### config.mk
export PLATFORM = sky130hd
export DESIGN_NAME = life_generation_stencil_unit
export DESIGN_NICKNAME = d
export VERILOG_FILES = /design/src/rtl/core/lgs_pkg.sv /design/src/rtl/core/lgs_line_mem.sv /design/src/rtl/core/lgs_window.sv /design/src/rtl/core/lgs_out_fifo.sv /design/src/rtl/core/life_generation_stencil_unit.sv
export SDC_FILE = /design/constraint.sdc
export NUM_CORES = 1
export LEC_CHECK = 0
export BUFFER_PORTS_ARGS = -buffer_cell sky130_fd_sc_hd__buf_2
export CAP_MARGIN = 20
export CORE_MARGIN = 8
export CORE_UTILIZATION = 65
export CTS_BUF_LIST = sky130_fd_sc_hd__clkbuf_4 sky130_fd_sc_hd__clkbuf_8 sky130_fd_sc_hd__clkbuf_16
export DETAILED_ROUTE_END_ITERATION = 10
export GPL_TIMING_DRIVEN = 0
export MAX_ROUTING_LAYER = met4
export PLACE_DENSITY = 0.84
export SKIP_CTS_REPAIR_TIMING = 1
export SYNTH_ARGS = -nofsm -noshare
export SYNTH_HDL_FRONTEND = slang
export SYNTH_HIERARCHICAL = 1
export SYNTH_SLANG_ARGS = --single-unit
### constraint.sdc
create_clock -name clk -period 11.8 [get_ports clk]
set_clock_uncertainty 0.15 [all_clocks]
set_input_delay 1.18 -clock clk [delete_from_list [all_inputs] [get_ports clk]]
set_output_delay 1.18 -clock clk [all_outputs]
set_load 0.01 [all_outputs]
### src/rtl/core/lgs_pkg.sv
// ============================================================================
// Life generation stencil: shared package
// Types, constants and the B3/S23 rule shared by the stencil unit modules.
// ============================================================================
package lgs_pkg;

    // Neighbor counts of the B3/S23 rule.
    localparam int unsigned BIRTH_COUNT = 3;
    localparam int unsigned STAY_COUNT  = 2;

    // Width of a neighbor count (0 to 8).
    localparam int unsigned NBR_CNT_W = 4;

    // Width of the row and column fields of a result.
    localparam int unsigned COORD_OUT_W = 5;

    // Sequencer states: taking cells, or draining the last results of a frame.
    typedef enum logic
    {
        ST_RUN,
        ST_FLUSH
    } ctrl_state_t;

    // One column of the 3x3 window: three vertically adjacent cells.
    typedef struct packed
    {
        logic top;
        logic mid;
        logic bot;
    } column_t;

    // Which sides of the reported cell lie inside the grid.
    typedef struct packed
    {
        logic has_top;
        logic has_bot;
        logic has_left;
        logic has_right;
    } border_t;

    // One result item.
    typedef struct packed
    {
        logic                   frame_done;
        logic                   run_last;
        logic [COORD_OUT_W-1:0] cell_col;
        logic [COORD_OUT_W-1:0] cell_row;
        logic                   next_alive;
    } result_t;

    // Next state of a cell from its own state and its live neighbor count.
    function automatic logic life_rule(input logic alive, input logic [NBR_CNT_W-1:0] count);
        return (count == NBR_CNT_W'(BIRTH_COUNT)) ||
               (alive && (count == NBR_CNT_W'(STAY_COUNT)));
    endfunction

endpackage

### src/rtl/core/lgs_line_mem.sv
// ============================================================================
// Line memory
// One entry per column holding the cells of the two rows above the current
// one. Synchronous, registered read; a write to the address being read in
// the same cycle is forwarded to the read data.
// ============================================================================
module lgs_line_mem #(
    parameter  int unsigned DEPTH = 32,
    localparam int unsigned AW    = $clog2(DEPTH)
) (
    input  logic          clk,
    input  logic          wr_en,
    input  logic [AW-1:0] wr_addr,
    input  logic [1:0]    wr_data,   // bit 1: two rows up, bit 0: one row up
    input  logic [AW-1:0] rd_addr,
    output logic [1:0]    rd_data
);

    logic [1:0] mem [DEPTH];
    logic [1:0] rd_data_reg;

    // Write port.
    always_ff @(posedge clk)
    begin
        if (wr_en)
        begin
            mem[wr_addr] <= wr_data;
        end
    end

    // Registered read port with write-to-read forwarding.
    always_ff @(posedge clk)
    begin
        if (wr_en && (wr_addr == rd_addr))
        begin
            rd_data_reg <= wr_data;
        end
        else
        begin
            rd_data_reg <= mem[rd_addr];
        end
    end

    assign rd_data = rd_data_reg;

endmodule

### src/rtl/core/lgs_window.sv
// ============================================================================
// Stencil window
// Holds the left and center columns of the 3x3 window; the arriving column
// is the right one. Counts live neighbors inside the grid and applies B3/S23.
// ============================================================================
module lgs_window (
    input  logic             clk,
    input  logic             step,
    input  lgs_pkg::column_t right_col,
    input  lgs_pkg::border_t border,
    output logic             next_alive
);

    lgs_pkg::column_t                  left_reg;
    lgs_pkg::column_t                  ctr_reg;
    logic [lgs_pkg::NBR_CNT_W-1:0]     nbr_count;

    // Shift the window one column on every step.
    always_ff @(posedge clk)
    begin
        if (step)
        begin
            left_reg <= ctr_reg;
            ctr_reg  <= right_col;
        end
    end

    // Live neighbors, with cells beyond the border counted as dead.
    always_comb
    begin
        nbr_count =
            lgs_pkg::NBR_CNT_W'(left_reg.top & border.has_left & border.has_top) +
            lgs_pkg::NBR_CNT_W'(left_reg.mid & border.has_left) +
            lgs_pkg::NBR_CNT_W'(left_reg.bot & border.has_left & border.has_bot) +
            lgs_pkg::NBR_CNT_W'(ctr_reg.top & border.has_top) +
            lgs_pkg::NBR_CNT_W'(ctr_reg.bot & border.has_bot) +
            lgs_pkg::NBR_CNT_W'(right_col.top & border.has_right & border.has_top) +
            lgs_pkg::NBR_CNT_W'(right_col.mid & border.has_right) +
            lgs_pkg::NBR_CNT_W'(right_col.bot & border.has_right & border.has_bot);
    end

    assign next_alive = lgs_pkg::life_rule(ctr_reg.mid, nbr_count);

endmodule

### src/rtl/core/lgs_out_fifo.sv
// ============================================================================
// Output buffer
// Two-entry result queue. Its space flag comes from a register, so the input
// side never waits combinationally on the output ready.
// ============================================================================
module lgs_out_fifo (
    input  logic             clk,
    input  logic             rst_n,
    input  logic             push,
    input  lgs_pkg::result_t push_data,
    output logic             not_full,
    output logic             out_valid,
    input  logic             out_ready,
    output lgs_pkg::result_t out_data
);

    lgs_pkg::result_t ent0_reg;
    lgs_pkg::result_t ent1_reg;
    logic [1:0]       count_reg;
    logic [1:0]       count_next;
    logic             pop;

    assign pop       = out_valid && out_ready;
    assign out_valid = (count_reg != 2'd0);
    assign not_full  = (count_reg != 2'd2);
    assign out_data  = ent0_reg;

    // Occupancy.
    always_comb
    begin
        count_next = count_reg;
        if (push && !pop)
        begin
            count_next = count_reg + 2'd1;
        end
        else if (pop && !push)
        begin
            count_next = count_reg - 2'd1;
        end
    end

    always_ff @(posedge clk or negedge rst_n)
    begin
        if (!rst_n)
        begin
            count_reg <= 2'd0;
        end
        else
        begin
            count_reg <= count_next;
        end
    end

    // Entry storage: entry 0 is the head.
    always_ff @(posedge clk)
    begin
        if (pop)
        begin
            if (push && (count_reg == 2'd1))
            begin
                ent0_reg <= push_data;
            end
            else
            begin
                ent0_reg <= ent1_reg;
            end
            if (push && (count_reg == 2'd2))
            begin
                ent1_reg <= push_data;
            end
        end
        else if (push)
        begin
            if (count_reg == 2'd0)
            begin
                ent0_reg <= push_data;
            end
            else
            begin
                ent1_reg <= push_data;
            end
        end
    end

`ifndef SYNTHESIS
    // The queue never holds more than two results.
    assert property (@(posedge clk) disable iff (!rst_n) count_reg != 2'd3)
        else $error("output queue occupancy out of range");

    // A full queue never takes a new result.
    assert property (@(posedge clk) disable iff (!rst_n) (count_reg == 2'd2) |-> !push)
        else $error("result pushed into a full output queue");
`endif

endmodule

### src/rtl/core/life_generation_stencil_unit.sv
// ============================================================================
// Life generation stencil unit
// Streams one generation of a square Game of Life grid and returns the next.
// ============================================================================
// The unit takes one cell per cycle in raster order, while its output queue
// has space, and returns the next B3/S23 state of each cell, with its row and
// column, through a two-entry output queue; cells beyond the grid edge count
// as dead. The result for a cell is pushed into the queue in the same cycle
// as the cell one row and one column past it is accepted. After the final
// cell of a frame the unit drains the last S+1 results (S being the side) at
// one per cycle while the queue has space and holds off input until the
// drain ends, when S is 2 or more; a side of 1 needs no drain. The two rows
// above the current one live in a line memory of MAX_SIDE two-bit entries,
// read one column ahead and written back on every step; it needs no clearing
// pass, since its stale content only ever feeds cells beyond the grid edge.
// Writing side_length restarts the frame.
// ============================================================================
module life_generation_stencil_unit #(
    parameter int unsigned MAX_SIDE = 32
) (
    input  logic        clk,
    input  logic        rst_n,
    // Cell input.
    input  logic        s_axis_tvalid,
    output logic        s_axis_tready,
    input  logic [7:0]  s_axis_tdata,   // [0] cell_alive
    // Result output.
    output logic        m_axis_tvalid,
    input  logic        m_axis_tready,
    output logic [15:0] m_axis_tdata,   // [0] next_alive, [5:1] cell_row, [10:6] cell_col
    output logic        m_axis_tlast,   // run_last
    output logic        m_axis_tuser,   // [0] frame_done
    // Side length register write.
    input  logic        cfg_valid,
    output logic        cfg_ready,
    input  logic [5:0]  cfg_data        // side_length
);

    localparam int unsigned CW         = $clog2(MAX_SIDE);
    localparam int unsigned SW         = $clog2(MAX_SIDE + 1);
    localparam int unsigned SIDE_RESET = (MAX_SIDE < 32) ? MAX_SIDE : 32;

    lgs_pkg::ctrl_state_t state_reg;
    lgs_pkg::ctrl_state_t state_next;
    logic [CW-1:0]        side_m1_reg;
    logic [CW-1:0]        side_m1_next;
    logic [CW-1:0]        in_row_reg;
    logic [CW-1:0]        in_row_next;
    logic [CW-1:0]        in_col_reg;
    logic [CW-1:0]        in_col_next;
    logic [CW-1:0]        out_row_reg;
    logic [CW-1:0]        out_row_next;
    logic [CW-1:0]        out_col_reg;
    logic [CW-1:0]        out_col_next;
    logic [SW-1:0]        flush_cnt_reg;
    logic [SW-1:0]        flush_cnt_next;

    logic                 cfg_fire;
    logic                 in_fire;
    logic [CW-1:0]        cfg_side_m1;
    logic                 in_last_col;
    logic                 final_cell;
    logic                 side_one;
    logic                 step;
    logic                 cell_bit;
    logic                 emit;
    logic                 run_last;
    logic                 frame_end;
    logic                 fifo_not_full;
    logic [1:0]           line_rd;
    lgs_pkg::column_t     new_col;
    lgs_pkg::border_t     border;
    logic                 next_alive;
    lgs_pkg::result_t     result;
    lgs_pkg::result_t     head;

    assign cfg_ready = 1'b1;
    assign cfg_fire  = cfg_valid && cfg_ready;
    assign in_fire   = s_axis_tvalid && s_axis_tready;

    // Effective side of a written value, kept as side minus one.
    always_comb
    begin
        if (cfg_data == 6'd0)
        begin
            cfg_side_m1 = '0;
        end
        else if (cfg_data > 6'(MAX_SIDE))
        begin
            cfg_side_m1 = CW'(MAX_SIDE - 1);
        end
        else
        begin
            cfg_side_m1 = CW'(cfg_data - 6'd1);
        end
    end

    assign in_last_col = (in_col_reg == side_m1_reg);
    assign final_cell  = (in_row_reg == side_m1_reg) && in_last_col;
    assign side_one    = (side_m1_reg == '0);

    // Step sequencer: real cells while running, blank cells while draining.
    always_comb
    begin
        state_next     = state_reg;
        side_m1_next   = side_m1_reg;
        in_row_next    = in_row_reg;
        in_col_next    = in_col_reg;
        out_row_next   = out_row_reg;
        out_col_next   = out_col_reg;
        flush_cnt_next = flush_cnt_reg;
        s_axis_tready  = 1'b0;
        step           = 1'b0;
        cell_bit       = 1'b0;
        emit           = 1'b0;
        run_last       = 1'b1;
        frame_end      = 1'b0;

        case (state_reg)
            lgs_pkg::ST_RUN:
            begin
                s_axis_tready = fifo_not_full;
                step          = in_fire;
                cell_bit      = s_axis_tdata[0];
                // A result is due once the cell one row and one column past it is here.
                emit = in_fire && (final_cell ||
                       ((in_row_reg != '0) && !((in_row_reg == CW'(1)) && (in_col_reg == '0))));
                run_last  = !final_cell || side_one;
                frame_end = in_fire && final_cell && side_one;
                if (in_fire)
                begin
                    if (final_cell)
                    begin
                        in_row_next = '0;
                        if (!side_one)
                        begin
                            state_next     = lgs_pkg::ST_FLUSH;
                            flush_cnt_next = SW'(side_m1_reg) + SW'(1);
                        end
                    end
                    else if (in_last_col)
                    begin
                        in_row_next = in_row_reg + CW'(1);
                    end
                end
            end
            lgs_pkg::ST_FLUSH:
            begin
                step      = fifo_not_full;
                emit      = step;
                run_last  = (flush_cnt_reg == '0);
                frame_end = step && (flush_cnt_reg == '0);
                if (step)
                begin
                    if (flush_cnt_reg == '0)
                    begin
                        state_next = lgs_pkg::ST_RUN;
                    end
                    else
                    begin
                        flush_cnt_next = flush_cnt_reg - SW'(1);
                    end
                end
            end
            default:
            begin
                state_next = lgs_pkg::ST_RUN;
            end
        endcase

        // Input column, which is also the line memory's read-ahead address.
        if (step)
        begin
            if (frame_end || in_last_col)
            begin
                in_col_next = '0;
            end
            else
            begin
                in_col_next = in_col_reg + CW'(1);
            end
        end

        // Position of the next reported cell.
        if (emit)
        begin
            if (frame_end || (out_col_reg == side_m1_reg))
            begin
                out_col_next = '0;
                out_row_next = frame_end ? '0 : (out_row_reg + CW'(1));
            end
            else
            begin
                out_col_next = out_col_reg + CW'(1);
            end
        end

        // A side write restarts the frame.
        if (cfg_fire)
        begin
            state_next   = lgs_pkg::ST_RUN;
            side_m1_next = cfg_side_m1;
            in_row_next  = '0;
            in_col_next  = '0;
            out_row_next = '0;
            out_col_next = '0;
        end
    end

    always_ff @(posedge clk or negedge rst_n)
    begin
        if (!rst_n)
        begin
            state_reg     <= lgs_pkg::ST_RUN;
            side_m1_reg   <= CW'(SIDE_RESET - 1);
            in_row_reg    <= '0;
            in_col_reg    <= '0;
            out_row_reg   <= '0;
            out_col_reg   <= '0;
            flush_cnt_reg <= '0;
        end
        else
        begin
            state_reg     <= state_next;
            side_m1_reg   <= side_m1_next;
            in_row_reg    <= in_row_next;
            in_col_reg    <= in_col_next;
            out_row_reg   <= out_row_next;
            out_col_reg   <= out_col_next;
            flush_cnt_reg <= flush_cnt_next;
        end
    end

    // Line memory: read the upcoming column, write back the shifted pair.
    lgs_line_mem #(
        .DEPTH (MAX_SIDE)
    ) u_line_mem (
        .clk     (clk),
        .wr_en   (step),
        .wr_addr (in_col_reg),
        .wr_data ({line_rd[0], cell_bit}),
        .rd_addr (in_col_next),
        .rd_data (line_rd)
    );

    assign new_col.top = line_rd[1];
    assign new_col.mid = line_rd[0];
    assign new_col.bot = cell_bit;

    // Grid edges around the reported cell.
    assign border.has_top   = (out_row_reg != '0);
    assign border.has_bot   = (out_row_reg != side_m1_reg);
    assign border.has_left  = (out_col_reg != '0);
    assign border.has_right = (out_col_reg != side_m1_reg);

    lgs_window u_window (
        .clk        (clk),
        .step       (step),
        .right_col  (new_col),
        .border     (border),
        .next_alive (next_alive)
    );

    // Result assembly.
    assign result.next_alive = next_alive;
    assign result.cell_row   = lgs_pkg::COORD_OUT_W'(out_row_reg);
    assign result.cell_col   = lgs_pkg::COORD_OUT_W'(out_col_reg);
    assign result.run_last   = run_last;
    assign result.frame_done = (out_row_reg == side_m1_reg) && (out_col_reg == side_m1_reg);

    lgs_out_fifo u_out_fifo (
        .clk       (clk),
        .rst_n     (rst_n),
        .push      (emit),
        .push_data (result),
        .not_full  (fifo_not_full),
        .out_valid (m_axis_tvalid),
        .out_ready (m_axis_tready),
        .out_data  (head)
    );

    assign m_axis_tdata = {5'd0, head.cell_col, head.cell_row, head.next_alive};
    assign m_axis_tlast = head.run_last;
    assign m_axis_tuser = head.frame_done;

`ifndef SYNTHESIS
    // The frame-end result always closes the run of results of its request.
    assert property (@(posedge clk) disable iff (!rst_n)
        (emit && result.frame_done) |-> result.run_last)
        else $error("frame end result not marked as last of its run");

    // The reported position never leaves the grid.
    assert property (@(posedge clk) disable iff (!rst_n)
        (out_row_reg <= side_m1_reg) && (out_col_reg <= side_m1_reg))
        else $error("reported position outside the grid");

    // Draining starts only right after the final cell of a frame.
    assert property (@(posedge clk) disable iff (!rst_n)
        ((state_reg == lgs_pkg::ST_FLUSH) && ($past(state_reg) == lgs_pkg::ST_RUN))
        |-> $past(in_fire && final_cell))
        else $error("drain started without a final cell");
`endif

endmodule
==> results.yml <==
status:
  outcome: "finished clean"
place:
  placed_cells: 747
  io_buffers: 25
  gp_congestion: 0.895
  dpl_worst_slack_ps: 7040
  dp_hpwl_um: 10100
  dpl-instance-area_mm2: 0.00734
routing:
  ant_nets: 0
  avgViaCountPerCell: 6.24
  firstDrtPassIters: 5
  drc_errors: 0
  post_drt_wl_per_cell_um: 19.7
  vias: 4869
  wl_um: 15400
  drtIter0Drc: 452
yosys:
  synth_cell_types: 66
  yosys.cell_count.top_type: "edfxtp_1"
  syn_area_mm2: 0.00697
  synth_area_leaders: "edfxtp_1 41%, dfrtp_1 10%, mux2i_1 4.9%"
  synth_edf_count: 96
  synth-seq-cells: 135
  yosys_warnings: 6
  ys_seq_area_share_pct: 55.1
  avgSynthCellArea_um2: 12.1
  synth-main-ff-cell: "edfxtp_1"
  ys_top_cells_by_count: "96 x edfxtp_1, 54 x nor2_1, 34 x mux2i_1"
  netlist_instances: 576
  yosysTopAreaCellShare_pct: 41.4
  async_flop_share_pct: 25.2
  synth_top_cell_by_area: "edfxtp_1"
floorplan:
  die_x_um: 120
  start_util_pct: 65.4
  pin_count: 40
  coreArea_mm2: 0.0107
  dieHeight_um: 120
  dieArea_mm2: 0.0143
  num_rows: 38
clock_tree:
  clk_pin_slew_ps: 60
  numCtsBuffers: 17
  cts_root_buf: "clkbuf_8"
  clockBufferDepth: 2
  cts_tree: "done"
  cts_sinks: 135
  htreeDepth: 4
  clock_latency_ps: 520
worst_setup_path:
  crit_fanout: 15
  crit_path_end_kind: "flop"
  path_class: "reg -> reg"
  reg2reg_depth: 16
  critPathArrivalTime_ps: 5090
  crit_required_ps: 12050
  critPathLaunchType: "flop"
power_and_ir_drop:
  switchingPower_mw: 0.404
  power.leakage_nw: 3.13
  power.density_mw_per_mm2: 183
  comb_power_share_pct: 21.8
  p_int_mw: 1.05
  total_power_mw: 1.46
  power_frac_seq_pct: 41.1
  clkPwrFrac_pct: 37.1
  irDropWorstVdd_uv: 102
  switching_share_pct: 27.7
layout:
  final_cell_count_no_fill: 780
  nFillCells: 666
  postLayoutCoreUtil_pct: 74.6
  multi_input_area_mm2: 0.00282
  largest_reg_flops: 64
  drive_gt1_share_pct: 18.6
  nNetsFinal: 674
  syn_to_final_growth_pct: 14.0
  regArea_mm2: 0.00384
  final_area_mm2: 0.00795
  n_antenna_cell: 0
timing:
  maxSlewHeadroom_pct: 34.4
  holdWs_ps: 309
  setup_tns_ps: 0
  fmax_mhz: 207
  maxSlewViolCount: 0
  layout_min_cycle_time_ps: 4840
  rsz0062_at_grt: "false"
  layout_setup_ws_ps: 6960
  setup_viol: 0
  tightestPinTransition_ps: 983
  finalHoldViolCount: 0
  fin_crit_sh_pct: 41.0
worst_hold_path:
  holdPathStages: 0
  hold_path.class: "reg -> reg"
grt:
  grt_max_degree: 35
  grt_pass1_vias: 4868
  antenna_found_initial: 0
  grt_overflow: 0
  track_usage_pct: 22.7
  grt_pass1_wl_um: 24900
job:
  drv_cap: 0
layer usage:
| layer | track usage (%) | vias up | part of all wire [%] |
|---|---|---|---|
| li1 | - | 2188 | - |
| met1 | 27.5 | 2397 | 40 |
| met2 | 36.6 | 250 | 50 |
| met3 | 5.21 | 34 | 8.1 |
| met4 | 8.27 | 0 | 2.2 |
| met5 | - | - | 0 |
power groups by stage:
stage / Clock, mW / Combinational, mW / Sequential, mW
6_report: 0.541 / 0.317 / 0.599
5_1_grt: 0.568 / 0.339 / 0.603
4_1_cts: 0.543 / 0.311 / 0.599
3_5_place_dp: 0 / 0.305 / 0.608
3_3_place_gp: 0 / 0.281 / 0.607
2_1_floorplan: 0 / 0.211 / 0.611
cells by family after synthesis:
family	Yosys count	share of synthesized area (%)
other	2	0.108
DFF	135	55.1
xor gates and xnor gates	32	4.02
muxes	51	8.17
adders and majority gates	31	5.89
AOI/OAI and AO/OA	80	8.10
buffers and inverters	63	4.99
and+or+nand+nor	182	13.6
worst max-delay path: stages (launching register included):
cell      delay, ps
dfxtp_1         330
buf_6           140
buf_8           170
mux2i_1         220
a22oi_1         100
and4b_1         240
a31oi_1         300
o311ai_4        310
nand2_1         160
fa_1            450
fa_1            520
fa_1            470
fa_1            420
nor2_1          130
nand3_1         110
a221oi_2        300
mux2_4          200
layout make-up:
type | instances | share of cell area (%)
plain buffers | 33 | 2.96
clock buffers | 18 | 5.31
clock inverters | 14 | 2.28
inverters | 30 | 1.42
multi-input cells | 382 | 35.5
flip-flops and latches | 135 | 48.3
well taps | 140 | 2.20
repair buffers | 28 | 2.05
placed cells by master (no fill, tap or decap), types with 6 or more instances in the layout:
cell	count
dfrtp_1	29
nor3_1	12
xor2_1	26
nor2b_1	7
nand2_1	33
clkbuf_16	16
conb_1	6
nand3_1	20
edfxtp_1	96
mux2i_1	34
xnor2_1	6
nand4_1	9
inv_1	29
ha_1	24
nor2_1	54
mux2_2	7
a22oi_1	15
nand3b_1	7
a21oi_1	10
mux2_4	10
buf_2	28
buf_6	8
and2_1	6
buf_4	10
clkbuf_1	10
o21ai_0	14
path summary, 6_finish.rpt:
check	from	to	slack (ps)
max	flop	u_out_fifo/out_data[0]	6960
min	u_window/ctr_reg[0]	u_window/left_reg[0]	310
max reg2reg	flop	u_out_fifo/out_data[0]	6960
min reg2reg	u_window/ctr_reg[0]	u_window/left_reg[0]	310
max in group asynchronous	rst_n	out_row_reg[3]	10380
min in group asynchronous	rst_n	flush_cnt_reg[0]	580
Note: power is estimated with default switching activity, not from simulation.
